`src/sv/gev_pkg.sv`:
```
// ----------------------------------------------------------------------------
// gev_pkg: shared constants for the gamepad event decoder
// Field widths, control ids, axis numbers, register indexes and dead zone defaults.
// ----------------------------------------------------------------------------
package gev_pkg;

    localparam int VAL_W   = 16;
    localparam int DZ_W    = 15;
    localparam int ID_W    = 5;
    localparam int NUM_W   = 8;
    localparam int TIME_W  = 32;
    localparam int QW      = 15;
    localparam int CNT_W   = $clog2(QW);
    localparam int REG_W   = 2;

    localparam logic [REG_W-1:0] REG_LEFT_DZ  = 2'd0;
    localparam logic [REG_W-1:0] REG_RIGHT_DZ = 2'd1;
    localparam logic [REG_W-1:0] REG_TRIG_DZ  = 2'd2;

    localparam logic [DZ_W-1:0] LEFT_DZ_RST  = 15'd7849;
    localparam logic [DZ_W-1:0] RIGHT_DZ_RST = 15'd8689;
    localparam logic [DZ_W-1:0] TRIG_DZ_RST  = 15'd30;

    localparam logic [NUM_W-1:0] AX_LEFT_X     = 8'd0;
    localparam logic [NUM_W-1:0] AX_LEFT_Y     = 8'd1;
    localparam logic [NUM_W-1:0] AX_LEFT_TRIG  = 8'd2;
    localparam logic [NUM_W-1:0] AX_RIGHT_X    = 8'd3;
    localparam logic [NUM_W-1:0] AX_RIGHT_Y    = 8'd4;
    localparam logic [NUM_W-1:0] AX_RIGHT_TRIG = 8'd5;
    localparam logic [NUM_W-1:0] AX_DPAD_H     = 8'd6;
    localparam logic [NUM_W-1:0] AX_DPAD_V     = 8'd7;

    localparam logic [ID_W-1:0] ID_STICK_LEFT = 5'd9;
    localparam logic [ID_W-1:0] ID_TRIG_LEFT  = 5'd11;
    localparam logic [ID_W-1:0] ID_DPAD_LEFT  = 5'd13;

endpackage

```
`src/sv/gev_in_if.sv`:
```
// ----------------------------------------------------------------------------
// gev_in_if: raw gamepad event channel
// Valid/ready handshake carrying one raw event item.
// ----------------------------------------------------------------------------
interface gev_in_if;
    logic                             valid;
    logic                             ready;
    logic                             req_type;
    logic                             init_flag;
    logic [gev_pkg::NUM_W-1:0]        control_number;
    logic signed [gev_pkg::VAL_W-1:0] raw_value;
    logic [gev_pkg::TIME_W-1:0]       event_time;

    modport source (output valid, req_type, init_flag, control_number, raw_value,
                    event_time, input ready);
    modport sink (input valid, req_type, init_flag, control_number, raw_value,
                  event_time, output ready);
endinterface

```
`src/sv/gev_out_if.sv`:
```
// ----------------------------------------------------------------------------
// gev_out_if: decoded control event channel
// Valid/ready handshake carrying one decoded result item.
// ----------------------------------------------------------------------------
interface gev_out_if #(
    parameter int BTN_W = 9
);
    logic                             valid;
    logic                             ready;
    logic [gev_pkg::ID_W-1:0]         control_id;
    logic                             key_state;
    logic signed [gev_pkg::VAL_W-1:0] stick_x;
    logic signed [gev_pkg::VAL_W-1:0] stick_y;
    logic signed [gev_pkg::VAL_W-1:0] trigger_level;
    logic [BTN_W-1:0]                 pressed_buttons;
    logic [gev_pkg::TIME_W-1:0]       out_time;

    modport source (output valid, control_id, key_state, stick_x, stick_y,
                    trigger_level, pressed_buttons, out_time, input ready);
    modport sink (input valid, control_id, key_state, stick_x, stick_y,
                  trigger_level, pressed_buttons, out_time, output ready);
endinterface

```
`src/sv/gev_div.sv`:
```
// ----------------------------------------------------------------------------
// gev_div: radix-2 restoring divider
// One quotient bit per cycle; caller guarantees the quotient fits in QW bits.
// ----------------------------------------------------------------------------
module gev_div (
    input  logic                        i_clk,
    input  logic                        i_rst_n,
    input  logic                        i_start,
    input  logic [2*gev_pkg::QW-1:0]    i_dividend,
    input  logic [gev_pkg::QW-1:0]      i_divisor,
    output logic                        o_done,
    output logic [gev_pkg::QW-1:0]      o_quotient
);

    logic                       r_busy;
    logic                       r_done;
    logic [gev_pkg::CNT_W-1:0]  r_cnt;
    logic [gev_pkg::QW-1:0]     r_rem;
    logic [gev_pkg::QW-1:0]     r_low;
    logic [gev_pkg::QW-1:0]     r_div;
    logic [gev_pkg::QW:0]       w_trial;
    logic                       w_fit;

    always_comb begin
        w_trial = {r_rem, r_low[gev_pkg::QW-1]};
        w_fit   = (w_trial >= {1'b0, r_div});
    end

    always_ff @(posedge i_clk) begin
        if (!i_rst_n) begin
            r_busy <= 1'b0;
            r_done <= 1'b0;
        end else begin
            r_done <= 1'b0;
            if (i_start) begin
                r_busy <= 1'b1;
                r_cnt  <= gev_pkg::CNT_W'(gev_pkg::QW - 1);
                r_rem  <= i_dividend[2*gev_pkg::QW-1:gev_pkg::QW];
                r_low  <= i_dividend[gev_pkg::QW-1:0];
                r_div  <= i_divisor;
            end else if (r_busy) begin
                r_rem <= w_fit ? gev_pkg::QW'(w_trial - {1'b0, r_div})
                               : w_trial[gev_pkg::QW-1:0];
                r_low <= {r_low[gev_pkg::QW-2:0], w_fit};
                r_cnt <= r_cnt - 1'b1;
                if (r_cnt == '0) begin
                    r_busy <= 1'b0;
                    r_done <= 1'b1;
                end
            end
        end
    end

    assign o_done     = r_done;
    assign o_quotient = r_low;

`ifndef SYNTHESIS
    a_rem_below_div: assert property (@(posedge i_clk) disable iff (!i_rst_n)
        r_busy |-> (r_rem < r_div))
        else $error("divider remainder not below divisor");
    a_busy_done_excl: assert property (@(posedge i_clk) disable iff (!i_rst_n)
        !(r_busy && r_done))
        else $error("divider done while busy");
    a_no_restart: assert property (@(posedge i_clk) disable iff (!i_rst_n)
        i_start |-> !r_busy)
        else $error("divider started while busy");
`endif

endmodule

```
`src/sv/gamepad_event_decoder.sv`:
```
// ----------------------------------------------------------------------------
// gamepad_event_decoder: raw gamepad events to decoded control items
// Dead zone and full-scale rescale of sticks and triggers, button bitmap,
// d-pad press/release tracking.
// ----------------------------------------------------------------------------
// Flow: button and d-pad items go from accept to ST_FIN; stick/trigger
//   items pass ST_CHK, then ST_FIN if inside the zone or saturated, else
//   ST_MUL, ST_DIV (15-step serial divider) and ST_FIN. One item at a time,
//   accepted in ST_IDLE; ST_FIN holds while a result waits on o_res.ready.
// Reset (sync, active low): dead zones to defaults, all control state cleared.
// ----------------------------------------------------------------------------
module gamepad_event_decoder #(
    parameter int FULL_SCALE   = 32767,
    parameter int BUTTON_COUNT = 9
) (
    input  logic                          i_clk,
    input  logic                          i_rst_n,
    input  logic                          i_cfg_we,
    input  logic [gev_pkg::REG_W-1:0]     i_cfg_idx,
    input  logic [gev_pkg::DZ_W-1:0]      i_cfg_data,
    gev_in_if.sink                        i_evt,
    gev_out_if.source                     o_res
);

    localparam logic [gev_pkg::QW-1:0] FS = gev_pkg::QW'(FULL_SCALE);

    typedef enum logic [2:0] {
        ST_IDLE, ST_CHK, ST_MUL, ST_DIV, ST_FIN
    } t_state;

    typedef enum logic [2:0] {
        K_NONE, K_BUTTON, K_STICK, K_TRIG, K_DPAD
    } t_kind;

    t_state                         r_state;
    t_kind                          r_kind;
    logic                           r_init;
    logic [gev_pkg::NUM_W-1:0]      r_num;
    logic [gev_pkg::VAL_W-1:0]      r_val;
    logic [gev_pkg::TIME_W-1:0]     r_time;
    logic                           r_hand;
    logic                           r_comp;
    logic [gev_pkg::DZ_W-1:0]       r_dz;
    logic                           r_dead;
    logic [gev_pkg::QW-1:0]         r_diff;
    logic [2*gev_pkg::QW-1:0]       r_prod;
    logic [gev_pkg::QW-1:0]         r_q;
    logic                           r_div_start;

    logic [gev_pkg::DZ_W-1:0]       r_left_dz;
    logic [gev_pkg::DZ_W-1:0]       r_right_dz;
    logic [gev_pkg::DZ_W-1:0]       r_trig_dz;

    logic [gev_pkg::VAL_W-1:0]      r_stick [4];
    logic [gev_pkg::VAL_W-1:0]      r_trig  [2];
    logic [BUTTON_COUNT-1:0]        r_btn;
    logic [1:0]                     r_dpad_h;   // {active, positive}
    logic [1:0]                     r_dpad_v;

    logic                           r_out_valid;
    logic [gev_pkg::ID_W-1:0]       r_out_id;
    logic                           r_out_key;
    logic [gev_pkg::VAL_W-1:0]      r_out_sx;
    logic [gev_pkg::VAL_W-1:0]      r_out_sy;
    logic [gev_pkg::VAL_W-1:0]      r_out_tr;
    logic [BUTTON_COUNT-1:0]        r_out_btn;
    logic [gev_pkg::TIME_W-1:0]     r_out_time;

    t_kind                          w_kind;
    logic                           w_hand;
    logic                           w_comp;
    logic [gev_pkg::DZ_W-1:0]       w_dz;
    logic [gev_pkg::VAL_W-1:0]      w_mag;
    logic                           w_in_zone;
    logic                           w_sat;
    logic                           w_div_done;
    logic [gev_pkg::QW-1:0]         w_quo;
    logic [gev_pkg::VAL_W-1:0]      w_res;
    logic [BUTTON_COUNT-1:0]        w_mask;
    logic [BUTTON_COUNT-1:0]        n_btn;
    logic [1:0]                     w_dpad_prev;
    logic [1:0]                     n_dpad;
    logic                           w_val_zero;
    logic                           w_dead;
    logic                           w_emit;
    logic [gev_pkg::ID_W-1:0]       w_id;
    logic                           w_key;
    logic [gev_pkg::VAL_W-1:0]      w_sx;
    logic [gev_pkg::VAL_W-1:0]      w_sy;
    logic [gev_pkg::VAL_W-1:0]      w_tr;
    logic                           w_fin_go;

    // event decode at accept
    always_comb begin
        w_hand = (i_evt.control_number == gev_pkg::AX_RIGHT_X)
              || (i_evt.control_number == gev_pkg::AX_RIGHT_Y)
              || (i_evt.control_number == gev_pkg::AX_RIGHT_TRIG)
              || (i_evt.control_number == gev_pkg::AX_DPAD_V);
        w_comp = (i_evt.control_number == gev_pkg::AX_LEFT_Y)
              || (i_evt.control_number == gev_pkg::AX_RIGHT_Y);
        if (i_evt.req_type) begin
            w_kind = (i_evt.control_number < gev_pkg::NUM_W'(BUTTON_COUNT)) ? K_BUTTON
                                                                            : K_NONE;
        end else if ((i_evt.control_number == gev_pkg::AX_LEFT_X)
                  || (i_evt.control_number == gev_pkg::AX_LEFT_Y)
                  || (i_evt.control_number == gev_pkg::AX_RIGHT_X)
                  || (i_evt.control_number == gev_pkg::AX_RIGHT_Y)) begin
            w_kind = K_STICK;
        end else if ((i_evt.control_number == gev_pkg::AX_LEFT_TRIG)
                  || (i_evt.control_number == gev_pkg::AX_RIGHT_TRIG)) begin
            w_kind = K_TRIG;
        end else if ((i_evt.control_number == gev_pkg::AX_DPAD_H)
                  || (i_evt.control_number == gev_pkg::AX_DPAD_V)) begin
            w_kind = K_DPAD;
        end else begin
            w_kind = K_NONE;
        end
        if (w_kind == K_TRIG) begin
            w_dz = r_trig_dz;
        end else begin
            w_dz = w_hand ? r_right_dz : r_left_dz;
        end
    end

    // dead zone compare on the captured value
    always_comb begin
        w_mag     = r_val[gev_pkg::VAL_W-1] ? gev_pkg::VAL_W'(16'd0 - r_val) : r_val;
        w_in_zone = (w_mag < {1'b0, r_dz});
        w_sat     = (r_dz >= FS) || (w_mag >= {1'b0, FS});
    end

    // result assembly and state update values
    always_comb begin
        w_res = r_val[gev_pkg::VAL_W-1] ? gev_pkg::VAL_W'(16'd0 - {1'b0, r_q})
                                        : {1'b0, r_q};
        for (int i = 0; i < BUTTON_COUNT; i++) begin
            w_mask[i] = (r_num == gev_pkg::NUM_W'(i));
        end
        n_btn       = r_btn;
        w_val_zero  = (r_val == '0);
        w_dpad_prev = r_hand ? r_dpad_v : r_dpad_h;
        n_dpad      = {!w_val_zero, !w_val_zero && !r_val[gev_pkg::VAL_W-1]};
        w_dead      = 1'b0;
        w_id        = '0;
        w_key       = 1'b0;
        w_sx        = '0;
        w_sy        = '0;
        w_tr        = '0;
        unique case (r_kind)
            K_BUTTON: begin
                n_btn = w_val_zero ? (r_btn & ~w_mask) : (r_btn | w_mask);
                w_id  = r_num[gev_pkg::ID_W-1:0];
                w_key = !w_val_zero;
            end
            K_STICK: begin
                w_dead = r_dead;
                w_id   = gev_pkg::ID_STICK_LEFT + gev_pkg::ID_W'(r_hand);
                if (r_hand) begin
                    w_sx = r_comp ? r_stick[2] : w_res;
                    w_sy = r_comp ? w_res : r_stick[3];
                end else begin
                    w_sx = r_comp ? r_stick[0] : w_res;
                    w_sy = r_comp ? w_res : r_stick[1];
                end
            end
            K_TRIG: begin
                w_dead = r_dead;
                w_id   = gev_pkg::ID_TRIG_LEFT + gev_pkg::ID_W'(r_hand);
                w_tr   = w_res;
            end
            K_DPAD: begin
                if (w_val_zero) begin
                    w_dead = !w_dpad_prev[1];
                    w_id   = gev_pkg::ID_DPAD_LEFT
                           + gev_pkg::ID_W'({r_hand, w_dpad_prev[0]});
                end else begin
                    w_key = 1'b1;
                    w_id  = gev_pkg::ID_DPAD_LEFT
                          + gev_pkg::ID_W'({r_hand, !r_val[gev_pkg::VAL_W-1]});
                end
            end
            default: begin
                w_dead = 1'b1;
            end
        endcase
        w_emit   = !r_init && !w_dead;
        w_fin_go = !r_out_valid || o_res.ready;
    end

    gev_div u_div (
        .i_clk      (i_clk),
        .i_rst_n    (i_rst_n),
        .i_start    (r_div_start),
        .i_dividend (r_prod),
        .i_divisor  (gev_pkg::QW'(FS - r_dz)),
        .o_done     (w_div_done),
        .o_quotient (w_quo)
    );

    always_ff @(posedge i_clk) begin
        if (!i_rst_n) begin
            r_state     <= ST_IDLE;
            r_div_start <= 1'b0;
            r_out_valid <= 1'b0;
            r_left_dz   <= gev_pkg::LEFT_DZ_RST;
            r_right_dz  <= gev_pkg::RIGHT_DZ_RST;
            r_trig_dz   <= gev_pkg::TRIG_DZ_RST;
            for (int i = 0; i < 4; i++) begin
                r_stick[i] <= '0;
            end
            r_trig[0]   <= '0;
            r_trig[1]   <= '0;
            r_btn       <= '0;
            r_dpad_h    <= '0;
            r_dpad_v    <= '0;
        end else begin
            r_div_start <= (r_state == ST_MUL);
            if ((r_state == ST_FIN) && w_fin_go) begin
                r_out_valid <= w_emit;
            end else if (o_res.ready) begin
                r_out_valid <= 1'b0;
            end
            if (i_cfg_we) begin
                unique case (i_cfg_idx)
                    gev_pkg::REG_LEFT_DZ:  r_left_dz  <= i_cfg_data;
                    gev_pkg::REG_RIGHT_DZ: r_right_dz <= i_cfg_data;
                    gev_pkg::REG_TRIG_DZ:  r_trig_dz  <= i_cfg_data;
                    default: ;
                endcase
            end
            unique case (r_state)
                ST_IDLE: begin
                    if (i_evt.valid) begin
                        r_kind  <= w_kind;
                        r_init  <= i_evt.init_flag;
                        r_num   <= i_evt.control_number;
                        r_val   <= i_evt.raw_value;
                        r_time  <= i_evt.event_time;
                        r_hand  <= w_hand;
                        r_comp  <= w_comp;
                        r_dz    <= w_dz;
                        r_state <= ((w_kind == K_STICK) || (w_kind == K_TRIG)) ? ST_CHK
                                                                               : ST_FIN;
                    end
                end
                ST_CHK: begin
                    r_dead <= w_in_zone;
                    if (w_in_zone) begin
                        r_q     <= '0;
                        r_state <= ST_FIN;
                    end else if (w_sat) begin
                        r_q     <= FS;
                        r_state <= ST_FIN;
                    end else begin
                        r_diff  <= gev_pkg::QW'(w_mag - {1'b0, r_dz});
                        r_state <= ST_MUL;
                    end
                end
                ST_MUL: begin
                    r_prod  <= r_diff * FS;
                    r_state <= ST_DIV;
                end
                ST_DIV: begin
                    if (w_div_done) begin
                        r_q     <= w_quo;
                        r_state <= ST_FIN;
                    end
                end
                ST_FIN: begin
                    if (w_fin_go) begin
                        if (r_kind == K_STICK) begin
                            r_stick[{r_hand, r_comp}] <= w_res;
                        end
                        if (r_kind == K_TRIG) begin
                            r_trig[r_hand] <= w_res;
                        end
                        if (r_kind == K_DPAD) begin
                            if (r_hand) begin
                                r_dpad_v <= n_dpad;
                            end else begin
                                r_dpad_h <= n_dpad;
                            end
                        end
                        r_btn <= n_btn;
                        if (w_emit) begin
                            r_out_id    <= w_id;
                            r_out_key   <= w_key;
                            r_out_sx    <= w_sx;
                            r_out_sy    <= w_sy;
                            r_out_tr    <= w_tr;
                            r_out_btn   <= n_btn;
                            r_out_time  <= r_time;
                        end
                        r_state <= ST_IDLE;
                    end
                end
                default: begin
                    r_state <= ST_IDLE;
                end
            endcase
        end
    end

    assign i_evt.ready           = (r_state == ST_IDLE);
    assign o_res.valid           = r_out_valid;
    assign o_res.control_id      = r_out_id;
    assign o_res.key_state       = r_out_key;
    assign o_res.stick_x         = r_out_sx;
    assign o_res.stick_y         = r_out_sy;
    assign o_res.trigger_level   = r_out_tr;
    assign o_res.pressed_buttons = r_out_btn;
    assign o_res.out_time        = r_out_time;

`ifndef SYNTHESIS
    a_div_to_fin: assert property (@(posedge i_clk) disable iff (!i_rst_n)
        (r_state == ST_DIV && w_div_done) |=> (r_state == ST_FIN))
        else $error("divider result not taken");
    a_fin_holds: assert property (@(posedge i_clk) disable iff (!i_rst_n)
        (r_state == ST_FIN && r_out_valid && !o_res.ready) |=> (r_state == ST_FIN))
        else $error("item finished over a pending result");
    a_kept_range: assert property (@(posedge i_clk) disable iff (!i_rst_n)
        (r_stick[0] != 16'h8000) && (r_stick[1] != 16'h8000)
        && (r_stick[2] != 16'h8000) && (r_stick[3] != 16'h8000)
        && (r_trig[0] != 16'h8000) && (r_trig[1] != 16'h8000))
        else $error("kept axis value out of range");
`endif

endmodule
```
`src/flat_wrapper.sv`:
```
// flat-port wrapper written by rule: the top's interface ports become plain ports
module gamepad_event_decoder_flat 
#(
    parameter int FULL_SCALE   = 32767,
    parameter int BUTTON_COUNT = 9
)
  (i_clk, i_rst_n, i_cfg_we, i_cfg_idx, i_cfg_data, i_evt_valid, i_evt_req_type, i_evt_init_flag, i_evt_control_number, i_evt_raw_value, i_evt_event_time, i_evt_ready, o_res_valid, o_res_control_id, o_res_key_state, o_res_stick_x, o_res_stick_y, o_res_trigger_level, o_res_pressed_buttons, o_res_out_time, o_res_ready);
  gev_in_if i_evt_i ();
  gev_out_if o_res_i ();
  input  logic i_clk;
  input  logic i_rst_n;
  input  logic i_cfg_we;
  input  logic [gev_pkg::REG_W-1:0] i_cfg_idx;
  input  logic [gev_pkg::DZ_W-1:0] i_cfg_data;
  input wire logic [$bits(i_evt_i.valid)-1:0] i_evt_valid;
  input wire logic [$bits(i_evt_i.req_type)-1:0] i_evt_req_type;
  input wire logic [$bits(i_evt_i.init_flag)-1:0] i_evt_init_flag;
  input wire logic [$bits(i_evt_i.control_number)-1:0] i_evt_control_number;
  input wire logic [$bits(i_evt_i.raw_value)-1:0] i_evt_raw_value;
  input wire logic [$bits(i_evt_i.event_time)-1:0] i_evt_event_time;
  output wire logic [$bits(i_evt_i.ready)-1:0] i_evt_ready;
  output wire logic [$bits(o_res_i.valid)-1:0] o_res_valid;
  output wire logic [$bits(o_res_i.control_id)-1:0] o_res_control_id;
  output wire logic [$bits(o_res_i.key_state)-1:0] o_res_key_state;
  output wire logic [$bits(o_res_i.stick_x)-1:0] o_res_stick_x;
  output wire logic [$bits(o_res_i.stick_y)-1:0] o_res_stick_y;
  output wire logic [$bits(o_res_i.trigger_level)-1:0] o_res_trigger_level;
  output wire logic [$bits(o_res_i.pressed_buttons)-1:0] o_res_pressed_buttons;
  output wire logic [$bits(o_res_i.out_time)-1:0] o_res_out_time;
  input wire logic [$bits(o_res_i.ready)-1:0] o_res_ready;
  assign i_evt_i.valid = i_evt_valid;
  assign i_evt_i.req_type = i_evt_req_type;
  assign i_evt_i.init_flag = i_evt_init_flag;
  assign i_evt_i.control_number = i_evt_control_number;
  assign i_evt_i.raw_value = i_evt_raw_value;
  assign i_evt_i.event_time = i_evt_event_time;
  assign i_evt_ready = i_evt_i.ready;
  assign o_res_valid = o_res_i.valid;
  assign o_res_control_id = o_res_i.control_id;
  assign o_res_key_state = o_res_i.key_state;
  assign o_res_stick_x = o_res_i.stick_x;
  assign o_res_stick_y = o_res_i.stick_y;
  assign o_res_trigger_level = o_res_i.trigger_level;
  assign o_res_pressed_buttons = o_res_i.pressed_buttons;
  assign o_res_out_time = o_res_i.out_time;
  assign o_res_i.ready = o_res_ready;
  gamepad_event_decoder #(.FULL_SCALE(FULL_SCALE), .BUTTON_COUNT(BUTTON_COUNT)) u_core (.i_clk(i_clk), .i_rst_n(i_rst_n), .i_cfg_we(i_cfg_we), .i_cfg_idx(i_cfg_idx), .i_cfg_data(i_cfg_data), .i_evt(i_evt_i), .o_res(o_res_i));
endmodule
```
`config.mk`:
```
export PLATFORM = sky130hd
export DESIGN_NAME = gamepad_event_decoder_flat
export DESIGN_NICKNAME = d
export VERILOG_FILES = /design/src/sv/gev_pkg.sv /design/src/sv/gev_in_if.sv /design/src/sv/gev_out_if.sv /design/src/sv/gev_div.sv /design/src/sv/gamepad_event_decoder.sv /design/src/flat_wrapper.sv
export SDC_FILE = /design/constraint.sdc
export NUM_CORES = 1
export LEC_CHECK = 0
export BUFFER_PORTS_ARGS = -buffer_cell sky130_fd_sc_hd__buf_2
export CAP_MARGIN = 20
export CORE_ASPECT_RATIO = 0.5
export CORE_UTILIZATION = 65
export DETAILED_ROUTE_END_ITERATION = 8
export PLACE_DENSITY = 0.82
export SETUP_SLACK_MARGIN = 0.1
export SLEW_MARGIN = 0
export SYNTH_ARGS = -nofsm -noshare
export SYNTH_HDL_FRONTEND = slang
export SYNTH_HIERARCHICAL = 1
export SYNTH_SLANG_ARGS = --single-unit
```
`constraint.sdc`:
```
create_clock -name i_clk -period 15.95 [get_ports i_clk]
set_input_delay 0.7975 -clock i_clk [delete_from_list [all_inputs] [get_ports i_clk]]
set_output_delay 0.7975 -clock i_clk [all_outputs]
set_load 0.05 [all_outputs]
```
==> results.cfg <==
[cts]
clk_latency_ns = 0.55
clock_sinks = 411
htreeDepth = 2
cts_buffers = 36
clk_path_buf_depth = 3
cts-root-buf = clkbuf_16
cts_setup_buffers = 0
cts_tree = done
cts_resized = 0
hold_buffers = 0
clk_pin_slew_ns = 0.07

[place]
io_buffers = 176
dp.cells = 2584
place_congestion = 0.920
pre_cts_ws_ns = 9.67
hpwl_um = 37700

[routing]
vias = 15600
drtIter0Drc = 1397
wl_um = 51700
drt_first_pass_iters = 6
drc_errors = 0
routed_via_density = 5.88
wl_per_cell_um = 19.5
drtAntennaViolNets = 0

[critical_path]
cp-start-kind = flop
arrival_ns = 6.63
ff2ff_path_depth = 20
cp.required_ns = 16.23
crit_type = flop to flop
crit_path_end_kind = flop
critical_path.max_fanout = 6

[outcome]
status = complete, no violations

[power]
vdd_ir_drop_max_mv = 0.0821
switching_share_pct = 23.2
power.internal_w = 0.00172
p_leak_nw = 10.2
power_w = 0.00224
combPwrFrac_pct = 7.7
p_per_area_mw_per_mm2 = 88.3
p_seq_share_pct = 53.6
clkPwrFrac_pct = 38.7
p_sw_w = 0.000519

[timing]
min_period_ns = 6.36
period_share_pct = 39.9
skew_ns = 0.0189
fmax_mhz = 157
fin_ws_ns = 9.59
setup_violations = 0
final_hold_viol_count = 0
worst_pin_slew_ns = 1.12
grt_setup_unrepaired = no
slew_viol_final = 0
maxSlewHeadroom_pct = 25.2
setup_tns_ns = 0

[run]
drv_cap = 0

[logic_synthesis]
netlist_area_sq_mm = 0.0230
synth-edff-count = 346
synth_nets = 2303
synthesis.instances = 2006
synth.area.mux_share_pct = 2.60
async_flop_share_pct = 0
synth-seq-cells = 411
synth_compound_area_share_pct = 11.2
synth_simple_gate_area_share_pct = 12.3
yosys_warnings = 6
synthAdderAreaFrac_pct = 14.9
synth_top_family_by_area = adder cells
yosysSeqAreaShare_pct = 50.9
syn_area_per_cell_sq_um = 11.5
synthDistinctLibCells = 93
synth-main-ff-cell = edfxtp_1
synth_xor_xnor_area_share_pct = 3.27

[finish]
area_delta_synth_final_pct = 10.5
fillCellCount = 2290
multi_input_area_sq_mm = 0.0102
drive_gt1_share_pct = 15.0
layout_common_cells = edfxtp_1, inv_1, nor2_1, nand2_1, buf_2
fin_cells = 2653
final_common_cell = edfxtp_1
layout.nets = 2446
register_area_sq_mm = 0.0117

[floorplanning]
io-pin-count = 177
core_sq_mm = 0.0347
fp.dieH_um = 135
die_w_um = 268
rows = 48
initial_core_util_pct = 66.3
die_area_sq_mm = 0.0362

[min_path]
hold_depth = 0
hp-class = flop to flop

[grt]
grt_pass1_vias = 14900
grtUsageMet2_pct = 45.5
grt_pass1_wl_um = 80000
grt-ovfl-total = 0
grt_use_total_pct = 28.7
grt_busiest_layer = met2
use_met3_pct = 6.38
grt_use_met1_pct = 40.7
grt_max_degree = 95
antenna_found_initial = 2
-- critical path: stages (launching register included) --
cell      delay [ns]
edfxtp_1        0.42
inv_1           0.11
fa_1            0.67
xor2_1          0.36
ha_1            0.22
a21oi_1         0.07
fa_1            0.51
inv_1           0.07
fa_1            0.46
fa_1            0.55
inv_1           0.06
fa_1            0.52
inv_1           0.04
ha_1            0.37
a21oi_1         0.21
o21ai_0         0.11
a32oi_1         0.23
nand2_1         0.17
a211oi_1        0.51
o311ai_0        0.24
xor2_1          0.18
-- layout make-up --
cell class                 count  area share, %
sequential                   411           46.0
tap                          475           2.34
antenna                        1        0.00985
timing repair buffer         189           3.92
multi-input combinational   1315           40.2
clock buffer                  44           3.82
clock inverter                22          0.749
inverter                     196           2.90
-- through the flow --
step | instance area (sq um) | hold slack (ns) | util, %
2_1_floorplan | 23000 | 0.400 | -
3_3_place_gp | 24200 | 0.401 | 69.8
3_5_place_dp | 24200 | 0.405 | 69.8
4_1_cts | 25400 | 0.419 | 73.2
5_1_grt | 25400 | 0.416 | 73.3
6_report | 25400 | 0.421 | 73.3
-- cell usage after synthesis, types with 23 or more instances --
master	n	share of area (%)
nand3_1	47	1.0
ha_1	121	6.6
edfxtp_1	346	45
a211oi_1	46	1.5
nor3_1	23	0.50
nand2_1	186	3.0
nor2_1	190	3.1
nor2b_1	39	1.1
fa_1	96	8.4
inv_1	195	3.2
dfxtp_1	65	5.7
mux2_2	30	1.5
a21oi_1	83	1.8
clkbuf_1	62	1.0
o21a_1	27	0.88
xnor2_1	55	2.1
a21boi_0	30	0.98
mux2i_1	26	1.1
o21ai_0	48	1.0
-- final timing paths --
path / endpoint / start / slack [ns]
setup / recovery: u_core/r_prod[28] / u_core/r_diff[5] / 9.59
hold / removal: u_core/o_res.out_time[4] / u_core/r_time[4] / 0.42
setup reg to reg: u_core/r_prod[28] / u_core/r_diff[5] / 9.59
hold reg to reg: u_core/o_res.out_time[4] / u_core/r_time[4] / 0.42
-- power by group through the flow --
stage	registers, W	logic [W]	clock network, W
CTS	0.00120	0.000170	0.000880
global placement	0.00122	0.000166	0
finish	0.00120	0.000172	0.000868
detailed placement	0.00122	0.000169	0
floorplan	0.00123	0.000112	0
global route	0.00120	0.000188	0.000920
-- per-layer routing --
layer	routed length [um]	part of all wire [%]
met5	13	0.025
met3	4750	9.2
met2	23900	46
met4	1030	2.0
met1	22000	43
-- kinds of logic (layout without fill, tap and decap cells) --
kind of cell | Yosys count | count (layout)
other | 0 | 1
AOI/OAI and AO/OA | 361 | 361
and+or+nand+nor | 600 | 600
buffers and inverters | 280 | 451
xor gates and xnor gates | 81 | 81
adders and majority gates | 217 | 217
muxes | 56 | 56
DFF | 411 | 411
-- registers in the layout, indices dropped and copies added, names as in the netlist, 16 cells and up --
| signal | cells |
|---|---|
| u_core/o_res.out_time | 32 |
| u_core/o_res.stick_x | 16 |
| u_core/o_res.stick_y | 16 |
| u_core/o_res.trigger_level | 16 |
| u_core/r_prod | 30 |
| u_core/r_stick | 64 |
| u_core/r_time | 32 |
| u_core/r_val | 16 |
Power figures use the tool's default switching activity.
